[config.mk]
export PLATFORM = sky130hd
export DESIGN_NAME = video_window_calibration_editor_flat
export DESIGN_NICKNAME = d
export VERILOG_FILES = /design/src/hdl/vwce_pkg.sv /design/src/hdl/vwce_in_if.sv /design/src/hdl/vwce_out_if.sv /design/src/hdl/vwce_cfg_if.sv /design/src/hdl/vwce_region_edit.sv /design/src/hdl/vwce_ctrl.sv /design/src/hdl/video_window_calibration_editor.sv /design/src/flat_wrapper.sv
export SDC_FILE = /design/constraint.sdc
export NUM_CORES = 2
export LEC_CHECK = 0
export BUFFER_PORTS_ARGS = -buffer_cell sky130_fd_sc_hd__buf_2
export CAP_MARGIN = 20
export CORE_MARGIN = 4
export CORE_UTILIZATION = 47
export CTS_BUF_LIST = sky130_fd_sc_hd__clkbuf_16
export CTS_CLUSTER_DIAMETER = 150
export DETAILED_ROUTE_END_ITERATION = 10
export PLACE_DENSITY = 0.62
export SYNTH_ARGS = -nofsm -noshare
export SYNTH_HDL_FRONTEND = slang
export SYNTH_HIERARCHICAL = 1
export SYNTH_SLANG_ARGS = --single-unit
[constraint.sdc]
create_clock -name clk -period 33.8 [get_ports clk]
set_clock_uncertainty 0.1 [all_clocks]
set_input_delay 3.38 -clock clk [delete_from_list [all_inputs] [get_ports clk]]
set_output_delay 3.38 -clock clk [all_outputs]
set_load 0.05 [all_outputs]
[src/hdl/vwce_pkg.sv]
// Package with the shared types, constants and helper functions of the window editor.
`default_nettype none

package vwce_pkg;

  localparam int BTN_W = 10;
  localparam int COORD_W = 12;
  localparam int MATTE_W = 11;
  localparam int CANVAS_W = 12;
  localparam int CFG_ADDR_W = 4;
  localparam int WIDE_W = 15;

  localparam int BTN_RIGHT = 0;
  localparam int BTN_LEFT = 1;
  localparam int BTN_DOWN = 2;
  localparam int BTN_UP = 3;
  localparam int BTN_MOVE = 4;
  localparam int BTN_INNER = 5;
  localparam int BTN_OUTER = 6;
  localparam int BTN_ACCEPT = 7;
  localparam int BTN_CANCEL = 8;
  localparam int BTN_RESET = 9;

  localparam logic OP_UPDATE = 1'b0;
  localparam logic OP_BEGIN = 1'b1;

  localparam logic [CFG_ADDR_W-1:0] CFG_CANVAS_WIDTH = 4'd0;
  localparam logic [CFG_ADDR_W-1:0] CFG_CANVAS_HEIGHT = 4'd1;

  localparam logic [CANVAS_W-1:0] CANVAS_W_RESET = 12'd720;
  localparam logic [CANVAS_W-1:0] CANVAS_H_RESET = 12'd480;
  localparam logic [CANVAS_W-1:0] MIN_CANVAS = 12'd16;
  localparam logic [CANVAS_W-1:0] MAX_CANVAS = 12'd4095;
  localparam logic [COORD_W-1:0] MIN_SIZE = 12'd16;
  localparam logic signed [WIDE_W-1:0] MIN_SIZE_S = 15'sd16;

  typedef enum logic [1:0] {
    MODE_INACTIVE = 2'd0,
    MODE_EDIT = 2'd1,
    MODE_REVIEW = 2'd2
  } mode_t;

  typedef enum logic [1:0] {
    EV_NONE = 2'd0,
    EV_ACCEPTED = 2'd1,
    EV_CANCELLED = 2'd2,
    EV_RELEASED = 2'd3
  } event_t;

  typedef struct packed {
    logic [COORD_W-1:0] win_x;
    logic [COORD_W-1:0] win_y;
    logic [COORD_W-1:0] win_width;
    logic [COORD_W-1:0] win_height;
    logic [MATTE_W-1:0] inner_x;
    logic [MATTE_W-1:0] inner_y;
    logic [COORD_W-1:0] outer_x;
    logic [COORD_W-1:0] outer_y;
  } region_t;

  typedef struct packed {
    logic op;
    logic [BTN_W-1:0] held_buttons;
    logic [BTN_W-1:0] new_presses;
  } in_item_t;

  typedef struct packed {
    logic ok;
    event_t event_res;
    mode_t mode;
    logic owns_foreground;
    region_t region;
  } out_item_t;

  function automatic region_t default_region(input logic [CANVAS_W-1:0] cw,
                                             input logic [CANVAS_W-1:0] ch);
    region_t r;
    logic [COORD_W-1:0] dw;
    logic [COORD_W-1:0] dh;
    dw = {1'b0, cw[11:5], 4'b0000};
    dh = {1'b0, ch[11:5], 4'b0000};
    if (dw < MIN_SIZE) dw = MIN_SIZE;
    if (dh < MIN_SIZE) dh = MIN_SIZE;
    r.win_width = dw;
    r.win_height = dh;
    r.win_x = (cw - dw) >> 1;
    r.win_y = (ch - dh) >> 1;
    r.inner_x = '0;
    r.inner_y = '0;
    r.outer_x = '0;
    r.outer_y = '0;
    return r;
  endfunction

  function automatic logic region_ok(input region_t r,
                                     input logic [CANVAS_W-1:0] cw,
                                     input logic [CANVAS_W-1:0] ch);
    logic good;
    good = (r.win_width >= MIN_SIZE) && (r.win_height >= MIN_SIZE) &&
           (r.win_width[3:0] == 4'd0) && (r.win_height[3:0] == 4'd0) &&
           (r.win_width <= cw) && (r.win_height <= ch) &&
           (({1'b0, r.win_x} + {1'b0, r.win_width}) <= {1'b0, cw}) &&
           (({1'b0, r.win_y} + {1'b0, r.win_height}) <= {1'b0, ch}) &&
           (r.inner_x <= r.win_width[11:1]) && (r.inner_y <= r.win_height[11:1]) &&
           (r.outer_x <= cw) && (r.outer_y <= ch);
    return good;
  endfunction

  function automatic logic signed [WIDE_W-1:0] clamp_s(input logic signed [WIDE_W-1:0] v,
                                                      input logic signed [WIDE_W-1:0] lo,
                                                      input logic signed [WIDE_W-1:0] hi);
    logic signed [WIDE_W-1:0] q;
    q = v;
    if (v < lo) q = lo;
    else if (v > hi) q = hi;
    return q;
  endfunction

endpackage

`default_nettype wire

[src/hdl/vwce_in_if.sv]
// Input channel interface carrying button update and begin request beats.
`default_nettype none

interface vwce_in_if;
  import vwce_pkg::*;
  logic valid;
  logic ready;
  logic op;
  logic [BTN_W-1:0] held_buttons;
  logic [BTN_W-1:0] new_presses;
  modport source(output valid, op, held_buttons, new_presses, input ready);
  modport sink(input valid, op, held_buttons, new_presses, output ready);
endinterface

`default_nettype wire

[src/hdl/vwce_out_if.sv]
// Result channel interface carrying the status and window of each step.
`default_nettype none

interface vwce_out_if;
  import vwce_pkg::*;
  logic valid;
  logic ready;
  logic ok;
  logic [1:0] event_res;
  logic [1:0] mode;
  logic owns_foreground;
  logic [COORD_W-1:0] win_x;
  logic [COORD_W-1:0] win_y;
  logic [COORD_W-1:0] win_width;
  logic [COORD_W-1:0] win_height;
  logic [MATTE_W-1:0] inner_x;
  logic [MATTE_W-1:0] inner_y;
  logic [COORD_W-1:0] outer_x;
  logic [COORD_W-1:0] outer_y;
  modport source(output valid, ok, event_res, mode, owns_foreground, win_x, win_y, win_width,
                 win_height, inner_x, inner_y, outer_x, outer_y, input ready);
  modport sink(input valid, ok, event_res, mode, owns_foreground, win_x, win_y, win_width,
               win_height, inner_x, inner_y, outer_x, outer_y, output ready);
endinterface

`default_nettype wire

[src/hdl/vwce_cfg_if.sv]
// Configuration write channel interface carrying a register address and data.
`default_nettype none

interface vwce_cfg_if;
  import vwce_pkg::*;
  logic valid;
  logic ready;
  logic [CFG_ADDR_W-1:0] addr;
  logic [CANVAS_W-1:0] data;
  modport source(output valid, addr, data, input ready);
  modport sink(input valid, addr, data, output ready);
endinterface

`default_nettype wire

[src/hdl/vwce_region_edit.sv]
// Nudge, resize, inner and outer offset and canvas clamp logic for the working window.
`default_nettype none

module vwce_region_edit (
  input  vwce_pkg::region_t              cur,
  input  logic [vwce_pkg::BTN_W-1:0]     held,
  input  logic [vwce_pkg::CANVAS_W-1:0]  cw,
  input  logic [vwce_pkg::CANVAS_W-1:0]  ch,
  output vwce_pkg::region_t              nxt
);
  import vwce_pkg::*;

  logic signed [WIDE_W-1:0] hz, vt, hv;
  logic signed [WIDE_W-1:0] x, y, w, h, ix, iy, ox, oy;
  logic signed [WIDE_W-1:0] c2x, c2y, nw, nh, dx, dy;
  logic signed [WIDE_W-1:0] wmax, hmax, cws, chs;
  logic signed [WIDE_W-1:0] fw, fh, fx, fy, fix, fiy, fox, foy;

  always_comb begin
    hz = $signed({14'd0, held[BTN_RIGHT]}) - $signed({14'd0, held[BTN_LEFT]});
    vt = $signed({14'd0, held[BTN_DOWN]}) - $signed({14'd0, held[BTN_UP]});
    hv = hz + vt;
    cws = $signed({3'b000, cw});
    chs = $signed({3'b000, ch});
    wmax = $signed({3'b000, cw[11:4], 4'b0000});
    hmax = $signed({3'b000, ch[11:4], 4'b0000});
    x = $signed({3'b000, cur.win_x});
    y = $signed({3'b000, cur.win_y});
    w = $signed({3'b000, cur.win_width});
    h = $signed({3'b000, cur.win_height});
    ix = $signed({4'b0000, cur.inner_x});
    iy = $signed({4'b0000, cur.inner_y});
    ox = $signed({3'b000, cur.outer_x});
    oy = $signed({3'b000, cur.outer_y});
    c2x = (x <<< 1) + w;
    c2y = (y <<< 1) + h;
    nw = clamp_s(w + (hz <<< 4), MIN_SIZE_S, wmax);
    nh = clamp_s(h - (vt <<< 4), MIN_SIZE_S, hmax);
    dx = c2x - nw;
    dy = c2y - nh;

    if (held[BTN_MOVE]) begin
      x = x + hz;
      y = y + vt;
    end else if (held[BTN_INNER]) begin
      ix = ix + hz;
      iy = iy + hv;
    end else if (held[BTN_OUTER]) begin
      ox = ox - hz;
      oy = oy - hv;
    end else begin
      if (hz != '0) begin
        w = nw;
        x = dx >>> 1;
      end
      if (vt != '0) begin
        h = nh;
        y = dy >>> 1;
      end
    end

    fw = clamp_s(w, MIN_SIZE_S, wmax);
    fh = clamp_s(h, MIN_SIZE_S, hmax);
    fx = clamp_s(x, '0, cws - fw);
    fy = clamp_s(y, '0, chs - fh);
    fix = clamp_s(ix, '0, fw >>> 1);
    fiy = clamp_s(iy, '0, fh >>> 1);
    fox = clamp_s(ox, '0, cws);
    foy = clamp_s(oy, '0, chs);

    nxt.win_x = fx[COORD_W-1:0];
    nxt.win_y = fy[COORD_W-1:0];
    nxt.win_width = {fw[COORD_W-1:4], 4'b0000};
    nxt.win_height = {fh[COORD_W-1:4], 4'b0000};
    nxt.inner_x = fix[MATTE_W-1:0];
    nxt.inner_y = fiy[MATTE_W-1:0];
    nxt.outer_x = fox[COORD_W-1:0];
    nxt.outer_y = foy[COORD_W-1:0];
  end

endmodule

`default_nettype wire

[src/hdl/vwce_ctrl.sv]
// Mode state machine, canvas registers and working and saved window registers.
`default_nettype none

module vwce_ctrl (
  input  logic                             clk,
  input  logic                             rst_n,
  input  logic                             step,
  input  vwce_pkg::in_item_t               item,
  input  logic                             cfg_we,
  input  logic [vwce_pkg::CFG_ADDR_W-1:0]  cfg_addr,
  input  logic [vwce_pkg::CANVAS_W-1:0]    cfg_data,
  output vwce_pkg::out_item_t              res
);
  import vwce_pkg::*;

  mode_t mode_r, mode_nxt;
  logic rp_r, rp_nxt;
  logic armed_r, armed_nxt;
  logic has_saved_r, has_saved_nxt;
  region_t work_r, work_nxt;
  region_t saved_r, saved_nxt;
  logic [CANVAS_W-1:0] cw_r, cw_nxt;
  logic [CANVAS_W-1:0] ch_r, ch_nxt;

  logic cfg_hit;
  logic [CANVAS_W-1:0] cfg_sat;
  logic [CANVAS_W-1:0] cw_sel, ch_sel;
  region_t dflt, restore, edited;
  logic edited_ok, work_ok, armed_rev, ok;
  event_t ev;

  vwce_region_edit u_edit (
    .cur  (work_r),
    .held (item.held_buttons),
    .cw   (cw_r),
    .ch   (ch_r),
    .nxt  (edited)
  );

  always_comb begin
    cfg_hit = cfg_we && ((cfg_addr == CFG_CANVAS_WIDTH) || (cfg_addr == CFG_CANVAS_HEIGHT));
    cfg_sat = cfg_data;
    if (cfg_data < MIN_CANVAS) cfg_sat = MIN_CANVAS;
    else if (cfg_data > MAX_CANVAS) cfg_sat = MAX_CANVAS;
    cw_sel = (cfg_hit && (cfg_addr == CFG_CANVAS_WIDTH)) ? cfg_sat : cw_r;
    ch_sel = (cfg_hit && (cfg_addr == CFG_CANVAS_HEIGHT)) ? cfg_sat : ch_r;
    dflt = default_region(cw_sel, ch_sel);
    restore = has_saved_r ? saved_r : dflt;
    edited_ok = region_ok(edited, cw_r, ch_r);
    work_ok = region_ok(work_r, cw_r, ch_r);
    armed_rev = armed_r | ~item.held_buttons[BTN_ACCEPT];
  end

  always_comb begin
    mode_nxt = mode_r;
    rp_nxt = rp_r;
    armed_nxt = armed_r;
    has_saved_nxt = has_saved_r;
    work_nxt = work_r;
    saved_nxt = saved_r;
    cw_nxt = cw_r;
    ch_nxt = ch_r;
    ok = 1'b1;
    ev = EV_NONE;
    if (cfg_hit) begin
      cw_nxt = cw_sel;
      ch_nxt = ch_sel;
      mode_nxt = MODE_INACTIVE;
      rp_nxt = 1'b0;
      armed_nxt = 1'b0;
      has_saved_nxt = 1'b0;
      work_nxt = dflt;
    end else if (step) begin
      if (item.op == OP_BEGIN) begin
        if ((mode_r != MODE_INACTIVE) || rp_r) begin
          ok = 1'b0;
        end else begin
          work_nxt = restore;
          armed_nxt = 1'b0;
          mode_nxt = MODE_EDIT;
        end
      end else if ((item.new_presses & ~item.held_buttons) != '0) begin
        ok = 1'b0;
      end else if (rp_r) begin
        if (item.held_buttons == '0) begin
          rp_nxt = 1'b0;
          ev = EV_RELEASED;
        end
      end else begin
        case (mode_r)
          MODE_REVIEW: begin
            armed_nxt = armed_rev;
            if (item.new_presses[BTN_CANCEL]) begin
              mode_nxt = MODE_EDIT;
              armed_nxt = 1'b0;
            end else if (armed_rev && item.new_presses[BTN_ACCEPT]) begin
              if (!work_ok) begin
                ok = 1'b0;
              end else begin
                saved_nxt = work_r;
                has_saved_nxt = 1'b1;
                mode_nxt = MODE_INACTIVE;
                armed_nxt = 1'b0;
                rp_nxt = 1'b1;
                ev = EV_ACCEPTED;
              end
            end
          end
          MODE_EDIT: begin
            if (item.new_presses[BTN_ACCEPT]) begin
              mode_nxt = MODE_REVIEW;
              armed_nxt = 1'b0;
            end else if (item.new_presses[BTN_CANCEL]) begin
              work_nxt = restore;
              mode_nxt = MODE_INACTIVE;
              armed_nxt = 1'b0;
              rp_nxt = 1'b1;
              ev = EV_CANCELLED;
            end else if (item.new_presses[BTN_RESET]) begin
              work_nxt = dflt;
            end else begin
              work_nxt = edited;
              ok = edited_ok;
            end
          end
          default: begin
          end
        endcase
      end
    end
    res.ok = ok;
    res.event_res = ev;
    res.mode = mode_nxt;
    res.owns_foreground = (mode_nxt != MODE_INACTIVE) || rp_nxt;
    res.region = work_nxt;
  end

  always_ff @(posedge clk) begin
    if (!rst_n) begin
      mode_r <= MODE_INACTIVE;
      rp_r <= 1'b0;
      armed_r <= 1'b0;
      has_saved_r <= 1'b0;
      cw_r <= CANVAS_W_RESET;
      ch_r <= CANVAS_H_RESET;
      work_r <= default_region(CANVAS_W_RESET, CANVAS_H_RESET);
    end else begin
      mode_r <= mode_nxt;
      rp_r <= rp_nxt;
      armed_r <= armed_nxt;
      has_saved_r <= has_saved_nxt;
      cw_r <= cw_nxt;
      ch_r <= ch_nxt;
      work_r <= work_nxt;
    end
  end

  always_ff @(posedge clk) begin
    saved_r <= saved_nxt;
  end

  a_quarantine_inactive: assert property (@(posedge clk) disable iff (!rst_n)
    rp_r |-> (mode_r == MODE_INACTIVE))
    else $error("release quarantine pending outside inactive mode");

  a_armed_in_review: assert property (@(posedge clk) disable iff (!rst_n)
    armed_r |-> (mode_r == MODE_REVIEW))
    else $error("accept armed outside review mode");

  a_width_aligned: assert property (@(posedge clk) disable iff (!rst_n)
    (work_r.win_width[3:0] == 4'd0) && (work_r.win_height[3:0] == 4'd0) &&
    (work_r.win_width != '0) && (work_r.win_height != '0))
    else $error("working window size not a nonzero multiple of 16");

  a_accept_saves: assert property (@(posedge clk) disable iff (!rst_n)
    (step && !cfg_hit && (res.event_res == EV_ACCEPTED)) |=>
      (has_saved_r && rp_r && (saved_r == work_r)))
    else $error("accepted region not saved");

  a_saved_cleared: assert property (@(posedge clk) disable iff (!rst_n)
    $fell(has_saved_r) |-> ($past(cfg_hit) || !$past(rst_n)))
    else $error("saved region dropped without a canvas write");

endmodule

`default_nettype wire

[src/hdl/video_window_calibration_editor.sv]
// Top level of the video window calibration editor with its input and result registers.
//
// The block edits a video window on a canvas from one button sample per beat.
// Input channel in_ch: op selects a per-frame button update or a begin request,
// with the held and newly pressed button masks. Result channel out_ch: one
// result beat per input beat with the ok flag, event, mode, foreground
// ownership and the working window. Configuration channel cfg_ch: address 0
// writes the canvas width and address 1 the height; a write to either address
// reinitializes the editor. The channel is always ready; it must be written only while
// the block is idle, which the block itself does not enforce. An accepted beat is held
// in the input register, where the edit and clamp logic runs and the editor state
// updates; the result is then registered in the output register and shown on out_ch.
// One beat is accepted every cycle while the receiver takes results. When the receiver
// stalls, the result holds in the output register and one more beat waits in the input
// register before in_ch.ready drops. Reset clears both valid flags and sets a 720 by 480
// canvas with a centered default window half the canvas size, down to a multiple of 16.
`default_nettype none

module video_window_calibration_editor (
  input  logic           clk,
  input  logic           rst_n,
  vwce_in_if.sink        in_ch,
  vwce_out_if.source     out_ch,
  vwce_cfg_if.sink       cfg_ch
);
  import vwce_pkg::*;

  logic in_vld_r, in_vld_nxt;
  logic out_vld_r, out_vld_nxt;
  in_item_t item_r;
  out_item_t res_r;
  out_item_t res;
  logic adv, in_fire, cfg_we;

  assign adv = in_vld_r && (!out_vld_r || out_ch.ready);
  assign in_ch.ready = !in_vld_r || adv;
  assign in_fire = in_ch.valid && in_ch.ready;
  assign cfg_ch.ready = 1'b1;
  assign cfg_we = cfg_ch.valid && cfg_ch.ready;

  vwce_ctrl u_ctrl (
    .clk      (clk),
    .rst_n    (rst_n),
    .step     (adv),
    .item     (item_r),
    .cfg_we   (cfg_we),
    .cfg_addr (cfg_ch.addr),
    .cfg_data (cfg_ch.data),
    .res      (res)
  );

  always_comb begin
    in_vld_nxt = in_vld_r;
    if (in_fire) in_vld_nxt = 1'b1;
    else if (adv) in_vld_nxt = 1'b0;
    out_vld_nxt = out_vld_r;
    if (adv) out_vld_nxt = 1'b1;
    else if (out_ch.ready) out_vld_nxt = 1'b0;
  end

  always_ff @(posedge clk) begin
    if (!rst_n) begin
      in_vld_r <= 1'b0;
      out_vld_r <= 1'b0;
    end else begin
      in_vld_r <= in_vld_nxt;
      out_vld_r <= out_vld_nxt;
    end
  end

  always_ff @(posedge clk) begin
    if (in_fire) begin
      item_r.op <= in_ch.op;
      item_r.held_buttons <= in_ch.held_buttons;
      item_r.new_presses <= in_ch.new_presses;
    end
    if (adv) res_r <= res;
  end

  assign out_ch.valid = out_vld_r;
  assign out_ch.ok = res_r.ok;
  assign out_ch.event_res = res_r.event_res;
  assign out_ch.mode = res_r.mode;
  assign out_ch.owns_foreground = res_r.owns_foreground;
  assign out_ch.win_x = res_r.region.win_x;
  assign out_ch.win_y = res_r.region.win_y;
  assign out_ch.win_width = res_r.region.win_width;
  assign out_ch.win_height = res_r.region.win_height;
  assign out_ch.inner_x = res_r.region.inner_x;
  assign out_ch.inner_y = res_r.region.inner_y;
  assign out_ch.outer_x = res_r.region.outer_x;
  assign out_ch.outer_y = res_r.region.outer_y;

endmodule

`default_nettype wire
[src/flat_wrapper.sv]
// flat-port wrapper written by rule: the top's interface ports become plain ports
module video_window_calibration_editor_flat import vwce_pkg::*;
  (clk, rst_n, in_ch_valid, in_ch_op, in_ch_held_buttons, in_ch_new_presses, in_ch_ready, out_ch_valid, out_ch_ok, out_ch_event_res, out_ch_mode, out_ch_owns_foreground, out_ch_win_x, out_ch_win_y, out_ch_win_width, out_ch_win_height, out_ch_inner_x, out_ch_inner_y, out_ch_outer_x, out_ch_outer_y, out_ch_ready, cfg_ch_valid, cfg_ch_addr, cfg_ch_data, cfg_ch_ready);
  vwce_in_if in_ch_i ();
  vwce_out_if out_ch_i ();
  vwce_cfg_if cfg_ch_i ();
  input  logic clk;
  input  logic rst_n;
  input wire logic [$bits(in_ch_i.valid)-1:0] in_ch_valid;
  input wire logic [$bits(in_ch_i.op)-1:0] in_ch_op;
  input wire logic [$bits(in_ch_i.held_buttons)-1:0] in_ch_held_buttons;
  input wire logic [$bits(in_ch_i.new_presses)-1:0] in_ch_new_presses;
  output wire logic [$bits(in_ch_i.ready)-1:0] in_ch_ready;
  output wire logic [$bits(out_ch_i.valid)-1:0] out_ch_valid;
  output wire logic [$bits(out_ch_i.ok)-1:0] out_ch_ok;
  output wire logic [$bits(out_ch_i.event_res)-1:0] out_ch_event_res;
  output wire logic [$bits(out_ch_i.mode)-1:0] out_ch_mode;
  output wire logic [$bits(out_ch_i.owns_foreground)-1:0] out_ch_owns_foreground;
  output wire logic [$bits(out_ch_i.win_x)-1:0] out_ch_win_x;
  output wire logic [$bits(out_ch_i.win_y)-1:0] out_ch_win_y;
  output wire logic [$bits(out_ch_i.win_width)-1:0] out_ch_win_width;
  output wire logic [$bits(out_ch_i.win_height)-1:0] out_ch_win_height;
  output wire logic [$bits(out_ch_i.inner_x)-1:0] out_ch_inner_x;
  output wire logic [$bits(out_ch_i.inner_y)-1:0] out_ch_inner_y;
  output wire logic [$bits(out_ch_i.outer_x)-1:0] out_ch_outer_x;
  output wire logic [$bits(out_ch_i.outer_y)-1:0] out_ch_outer_y;
  input wire logic [$bits(out_ch_i.ready)-1:0] out_ch_ready;
  input wire logic [$bits(cfg_ch_i.valid)-1:0] cfg_ch_valid;
  input wire logic [$bits(cfg_ch_i.addr)-1:0] cfg_ch_addr;
  input wire logic [$bits(cfg_ch_i.data)-1:0] cfg_ch_data;
  output wire logic [$bits(cfg_ch_i.ready)-1:0] cfg_ch_ready;
  assign in_ch_i.valid = in_ch_valid;
  assign in_ch_i.op = in_ch_op;
  assign in_ch_i.held_buttons = in_ch_held_buttons;
  assign in_ch_i.new_presses = in_ch_new_presses;
  assign in_ch_ready = in_ch_i.ready;
  assign out_ch_valid = out_ch_i.valid;
  assign out_ch_ok = out_ch_i.ok;
  assign out_ch_event_res = out_ch_i.event_res;
  assign out_ch_mode = out_ch_i.mode;
  assign out_ch_owns_foreground = out_ch_i.owns_foreground;
  assign out_ch_win_x = out_ch_i.win_x;
  assign out_ch_win_y = out_ch_i.win_y;
  assign out_ch_win_width = out_ch_i.win_width;
  assign out_ch_win_height = out_ch_i.win_height;
  assign out_ch_inner_x = out_ch_i.inner_x;
  assign out_ch_inner_y = out_ch_i.inner_y;
  assign out_ch_outer_x = out_ch_i.outer_x;
  assign out_ch_outer_y = out_ch_i.outer_y;
  assign out_ch_i.ready = out_ch_ready;
  assign cfg_ch_i.valid = cfg_ch_valid;
  assign cfg_ch_i.addr = cfg_ch_addr;
  assign cfg_ch_i.data = cfg_ch_data;
  assign cfg_ch_ready = cfg_ch_i.ready;
  video_window_calibration_editor u_core (.clk(clk), .rst_n(rst_n), .in_ch(in_ch_i), .out_ch(out_ch_i), .cfg_ch(cfg_ch_i));
endmodule
# Word-level counts from Yosys, hierarchy flattened
# Index checks and enable logic that the tools add are counted.
[totals]
register_bits = 340
latchBits = 0
ramBits = 0
romBits = 0
inputBits = 42
elab_cells = 292
memories = 0
[op_classes]
addsub = 23
n_mul = 0
div = 0
order_cmp = 44
n_eq_ne = 7
shift = 0
muxes = 119
n_bitwise = 10
reduce_logical = 50
[ops]
columns = ["operator", "count"]
rows = [
  ["2-to-1 mux 94 bit", 11],
  ["2-to-1 mux 15 bit", 34],
  ["2-to-1 mux 12 bit", 12],
  ["less-or-equal comparator 12 bit", 8],
  ["greater-than comparator 15 x 13 -> 1 bit", 6],
  ["less-than comparator 15 x 1 -> 1 bit, second input constant", 6],
  ["subtractor 13 x 15 -> 15 bit", 5],
  ["2-to-1 mux 11 bit", 6],
  ["less-than comparator 15 x 6 -> 1 bit, second input constant", 4],
  ["adder 12 x 12 -> 13 bit", 4],
  ["less-or-equal comparator 13 x 12 -> 1 bit", 4],
  ["greater-or-equal comparator 12 x 5 -> 1 bit, second input constant", 4],
  ["adder 13 x 15 -> 15 bit", 3],
  ["less-or-equal comparator 11 bit", 4],
  ["2-to-1 mux 1 bit", 36],
  ["adder 12 x 15 -> 15 bit", 2],
  ["greater-than comparator 15 x 14 -> 1 bit", 2],
  ["greater-than comparator 15 bit", 2],
  ["2-to-1 mux 2 bit", 15],
  ["nonzero test 15 bit", 2],
  ["subtractor 15 bit", 2],
  ["adder 13 x 12 -> 14 bit", 2],
  ["logical AND 1 bit", 26],
  ["subtractor 12 bit", 2],
  ["other kinds (29)", 51],
]

# Logic depth before layout (Yosys ltp)
[logic_depth]
ltp_word = 31
depth_mapped = 79

# Hierarchy
# Netlist, hierarchy kept.
[modules_own_cells]
columns = ["mod", "instances", "cells_per_inst", "area_each_um2", "seq_area_each_um2"]
rows = [
  ["vwce_ctrl", 1, 2013, 17385.4, 5285.1],
  ["vwce_region_edit", 1, 1958, 13255.2, 0.0],
  ["video_window_calibration_editor", 1, 132, 3748.6, 3673.5],
]

# Worst setup path after synthesis
# OpenSTA, ideal clock, no wires.
[synth_path]
kind = "in2reg"
startpoint = "input port out_ch_ready"
endpoint = "register u_core/u_ctrl/saved_r[0] in the netlist's numbering, enable pin"
setup_ns = 0.662
arrival_ns = 15.337
t_required_ns = 33.038
slack_ns = 17.701
stages = 7
cell_sequence = "nor2b_4 > nor2b_1 > clkbuf_1 > clkbuf_1 > clkbuf_1 > nand2_1 > nor3_1"
[synth_between]
elab_chain_cells = 3
[synth_lines]
columns = ["element", "line", "text"]
rows = [
  ["from (decl)", "flat_wrapper.sv:27", "input wire logic [$bits(out_ch_i.ready)-1:0] out_ch_ready;"],
  ["logical OR 1 bit", "video_window_calibration_editor.sv:35", "assign adv = in_vld_r && (!out_vld_r || out_ch.ready);"],
  ["logical AND 1 bit", "video_window_calibration_editor.sv:35", ""],
  ["net u_core.adv", "video_window_calibration_editor.sv:33", "logic adv, in_fire, cfg_we;"],
  ["AND reduction 9 bit (no source line)", "-", ""],
  ["to (signal assigned)", "vwce_ctrl.sv:159", "saved_r <= saved_nxt;"],
  ["to (decl)", "vwce_ctrl.sv:21", "region_t saved_r, saved_nxt;"],
]
# The timed path passes the listed nets, and every way through them passes these cells.
# A chain may end at the register's enable or synchronous reset.

==> results.json <==
{
  "status": "completed",
  "synth.most_common_cell": "ha_1",
  "p_comb_frac": 0.468,
  "area_delta_synth_final_pct": 9.85,
  "critPathSlowestCell": "or2_0",
  "cp-end-kind": "flip-flop",
  "gp_congestion": 1.02,
  "crit_family": "compound AO/OA/AOI/OAI gates",
  "io_buffers": 143,
  "synth.distinct_cells": 115,
  "initial_core_util": 0.478,
  "die_x_um": 278,
  "grt_antenna_before_repair": 2,
  "p_leak_nw": 16.5,
  "grt_pass1_vias": 30300,
  "crit_top_cell": "ha_1",
  "post-route-min-period_ns": 14.82,
  "rsz0062_at_grt": "no",
  "wirelength_um": 129000,
  "synth_common_cells": "ha_1 (506), a21oi_1 (425), nand2_1 (300)",
  "antenna_left": 0,
  "htreeDepth": 2,
  "core-area_um2": 72000,
  "ctsResizeCount": 0,
  "drtIter0Drc": 3317,
  "hpwl_um": 97400,
  "viasPerCell": 6.25,
  "clkPwrFrac": 0.269,
  "relSlewSlack": 0.191,
  "timing.final.crit_share": 0.438,
  "fin_tns_setup_ns": 0,
  "worst_slew_pin_slew_ns": 1.21,
  "cts_root_buf": "clkbuf_16",
  "cts.sinks": 340,
  "path_class": "flip-flop to flip-flop",
  "synth_area_leader_cell": "edfxtp_1",
  "synth_area_um2": 34400,
  "wl_per_cell_um": 24.9,
  "clk_latency_ns": 0.62,
  "netlist_instances": 4103,
  "p_sw_w": 0.000743,
  "grt_usage": 0.318,
  "ys_ff_latch": 340,
  "slowest_delay_ns": 0.83,
  "arrival_ns": 15.22,
  "maxSlewViolCount": 0,
  "vias": 32500,
  "synth_top_area_frac": 0.188,
  "overflow": 0,
  "n_fill_cell": 6855,
  "critPathRequiredTime_ns": 34.20,
  "hold_buffers": 0,
  "cts_setup_buffers": 0,
  "dp_slack_ns": 19.31,
  "finalNetCount": 4770,
  "clk_pin_slew_ns": 0.07,
  "ys_seq_area_frac": 0.261,
  "grt_max_degree": 77,
  "hold_violations": 0,
  "syn_avg_cell_area_um2": 8.38,
  "cp_num_buf_inv": 5,
  "rows": 98,
  "p_sw_frac": 0.409,
  "cts_buffer_depth": 3,
  "grt_pass1_wl_um": 191000,
  "maxCapViolCount": 0,
  "ys_top_cells_by_area": "edfxtp_1 (19%), ha_1 (18%), dfxtp_1 (7.3%)",
  "ios": 145,
  "internal-power_w": 0.00107,
  "holdWs_ns": 0.394,
  "setup_ws_ns": 18.98,
  "p_per_area_nw_per_um2": 48.0,
  "firstDrtPassIters": 8,
  "ir_drop_mv": 0.0351,
  "worstPathMaxFanout": 22,
  "fmax_ghz": 0.0675,
  "critPathLaunchType": "flip-flop",
  "cts_buffers": 42,
  "drive_above_1_share": 0.0939,
  "synth_async_sr_flop_share": 0,
  "setup_viol_count_final": 0,
  "synth_edf_count": 215,
  "hold_class": "flip-flop to flip-flop",
  "seqPwrFrac": 0.263,
  "fp.dieH_um": 278,
  "drc_errors": 0,
  "die_area_um2": 77600,
  "yosysWarnings": 6,
  "cts_tree": "yes",
  "synth_flop_cell": "edfxtp_1"
}
-- worst reg2reg max path, delay by kind of cell, from the launching register on --
kind	cells	cell delay (ns)
AO/OA/AOI/OAI	30	6.59
XOR/XNOR	1	0.09
adder cells (fa/ha/maj)	8	2.39
buffers and inverters	5	1.02
flip-flops	1	0.40
AND/OR/NAND/NOR	17	4.13
-- logic make-up (layout without fill, tap and decap cells) --
logic type / after synthesis / count (layout) / share of synthesized area
AO/OA/AOI/OAI: 1289 / 1289 / 0.241
AND/OR/NAND/NOR: 1230 / 1230 / 0.182
adder cells (fa/ha/maj): 523 / 523 / 0.194
buffers and inverters: 461 / 581 / 0.0531
flip-flops: 340 / 340 / 0.261
XOR/XNOR: 181 / 181 / 0.0463
multiplexers: 76 / 76 / 0.0227
other: 3 / 23 / 0.000327
-- registers in the layout, summed over array words and instances, names as in the netlist, 2 cells and up --
register	cells
u_core/out_ch.event_res	2
u_core/out_ch.win_y	12
u_core/u_ctrl/work_r	94
u_core/out_ch.inner_y	11
u_core/out_ch.mode	2
u_core/out_ch.inner_x	11
u_core/u_ctrl/ch_r	12
u_core/u_ctrl/mode_r	2
u_core/out_ch.win_x	12
u_core/u_ctrl/saved_r	94
u_core/out_ch.outer_y	12
u_core/out_ch.outer_x	12
u_core/item_r	21
u_core/out_ch.win_height	12
u_core/out_ch.win_width	12
u_core/u_ctrl/cw_r	12
-- path summary, 6_finish.rpt --
check | start | to | slack [ns] | cells past startpoint
worst min-delay path | u_core/u_ctrl/work_r[24] | u_core/u_ctrl/saved_r[24] | 0.39 | 0
worst max-delay path | u_core/item_r[12] | u_core/out_ch.ok | 18.98 | 61
worst min register to register | u_core/u_ctrl/work_r[24] | u_core/u_ctrl/saved_r[24] | 0.39 | 0
worst max register to register | u_core/item_r[12] | u_core/out_ch.ok | 18.98 | 61
-- power by group through the flow --
stage | Clock [W] | Combinational, W | Sequential (W)
after CTS | 0.000493 | 0.000829 | 0.000477
after detailed placement | 0 | 0.000823 | 0.000486
after floorplan | 0 | 0.000597 | 0.000502
after global routing | 0.000510 | 0.000932 | 0.000479
after global placement | 0 | 0.000822 | 0.000486
final | 0.000488 | 0.000849 | 0.000478
-- area by class of cell --
| class | count | area [um^2] | area share |
|---|---|---|---|
| multi-input cells | 3318 | 23700 | 0.628 |
| repair buffers | 231 | 1390 | 0.0367 |
| flip-flops and latches | 340 | 8960 | 0.237 |
| clock inverters | 36 | 433 | 0.0115 |
| clock buffers | 42 | 1050 | 0.0278 |
| diodes | 4 | 10.0 | 0.000265 |
| well taps | 950 | 1190 | 0.0315 |
| inverters | 272 | 1020 | 0.0270 |
-- cell usage in the layout, fill, tap and decap left out, types with 28 or more instances in the layout --
cell,Yosys,routed
o21a_1,71,71
nand3_1,65,65
dfxtp_1,125,124
o21bai_1,36,36
a21boi_0,34,34
a21o_1,72,72
o21ai_0,279,279
or3_1,32,32
o211a_1,47,47
or2_2,30,30
a211oi_1,44,44
a21oi_1,425,424
xnor2_1,132,132
mux2i_1,61,61
nor2_1,287,287
nand2b_1,43,43
clkbuf_16,0,42
nor4_1,28,28
and2_1,97,97
buf_2,12,142
inv_1,267,271
nor3_1,93,92
nand4_1,65,65
ha_1,506,505
and3_1,33,33
xor2_1,48,48
buf_4,11,87
nand2_1,300,300
edfxtp_1,215,215
nor2b_1,68,66
-- stage by stage --
step | utilization | power (W) | instance area (um^2) | instances
floorplan | - | 0.00110 | 34400 | 4119
detailed placement | 0.504 | 0.00131 | 36300 | 5109
global route | 0.525 | 0.00192 | 37800 | 5189
finish | 0.525 | 0.00182 | 37800 | 5193
CTS | 0.524 | 0.00180 | 37700 | 5187
global placement | 0.504 | 0.00131 | 36300 | 5109
-- metal layers --
metal | vias up | track usage | wire length, um
met1 | 15300 | 0.418 | 53800
met4 | 0 | 0.139 | 6830
li1 | 15300 | - | -
met2 | 1478 | 0.517 | 57700
met5 | - | 0 | 0
met3 | 336 | 0.0523 | 10900
No activity file was read; power rests on OpenSTA's default activity.
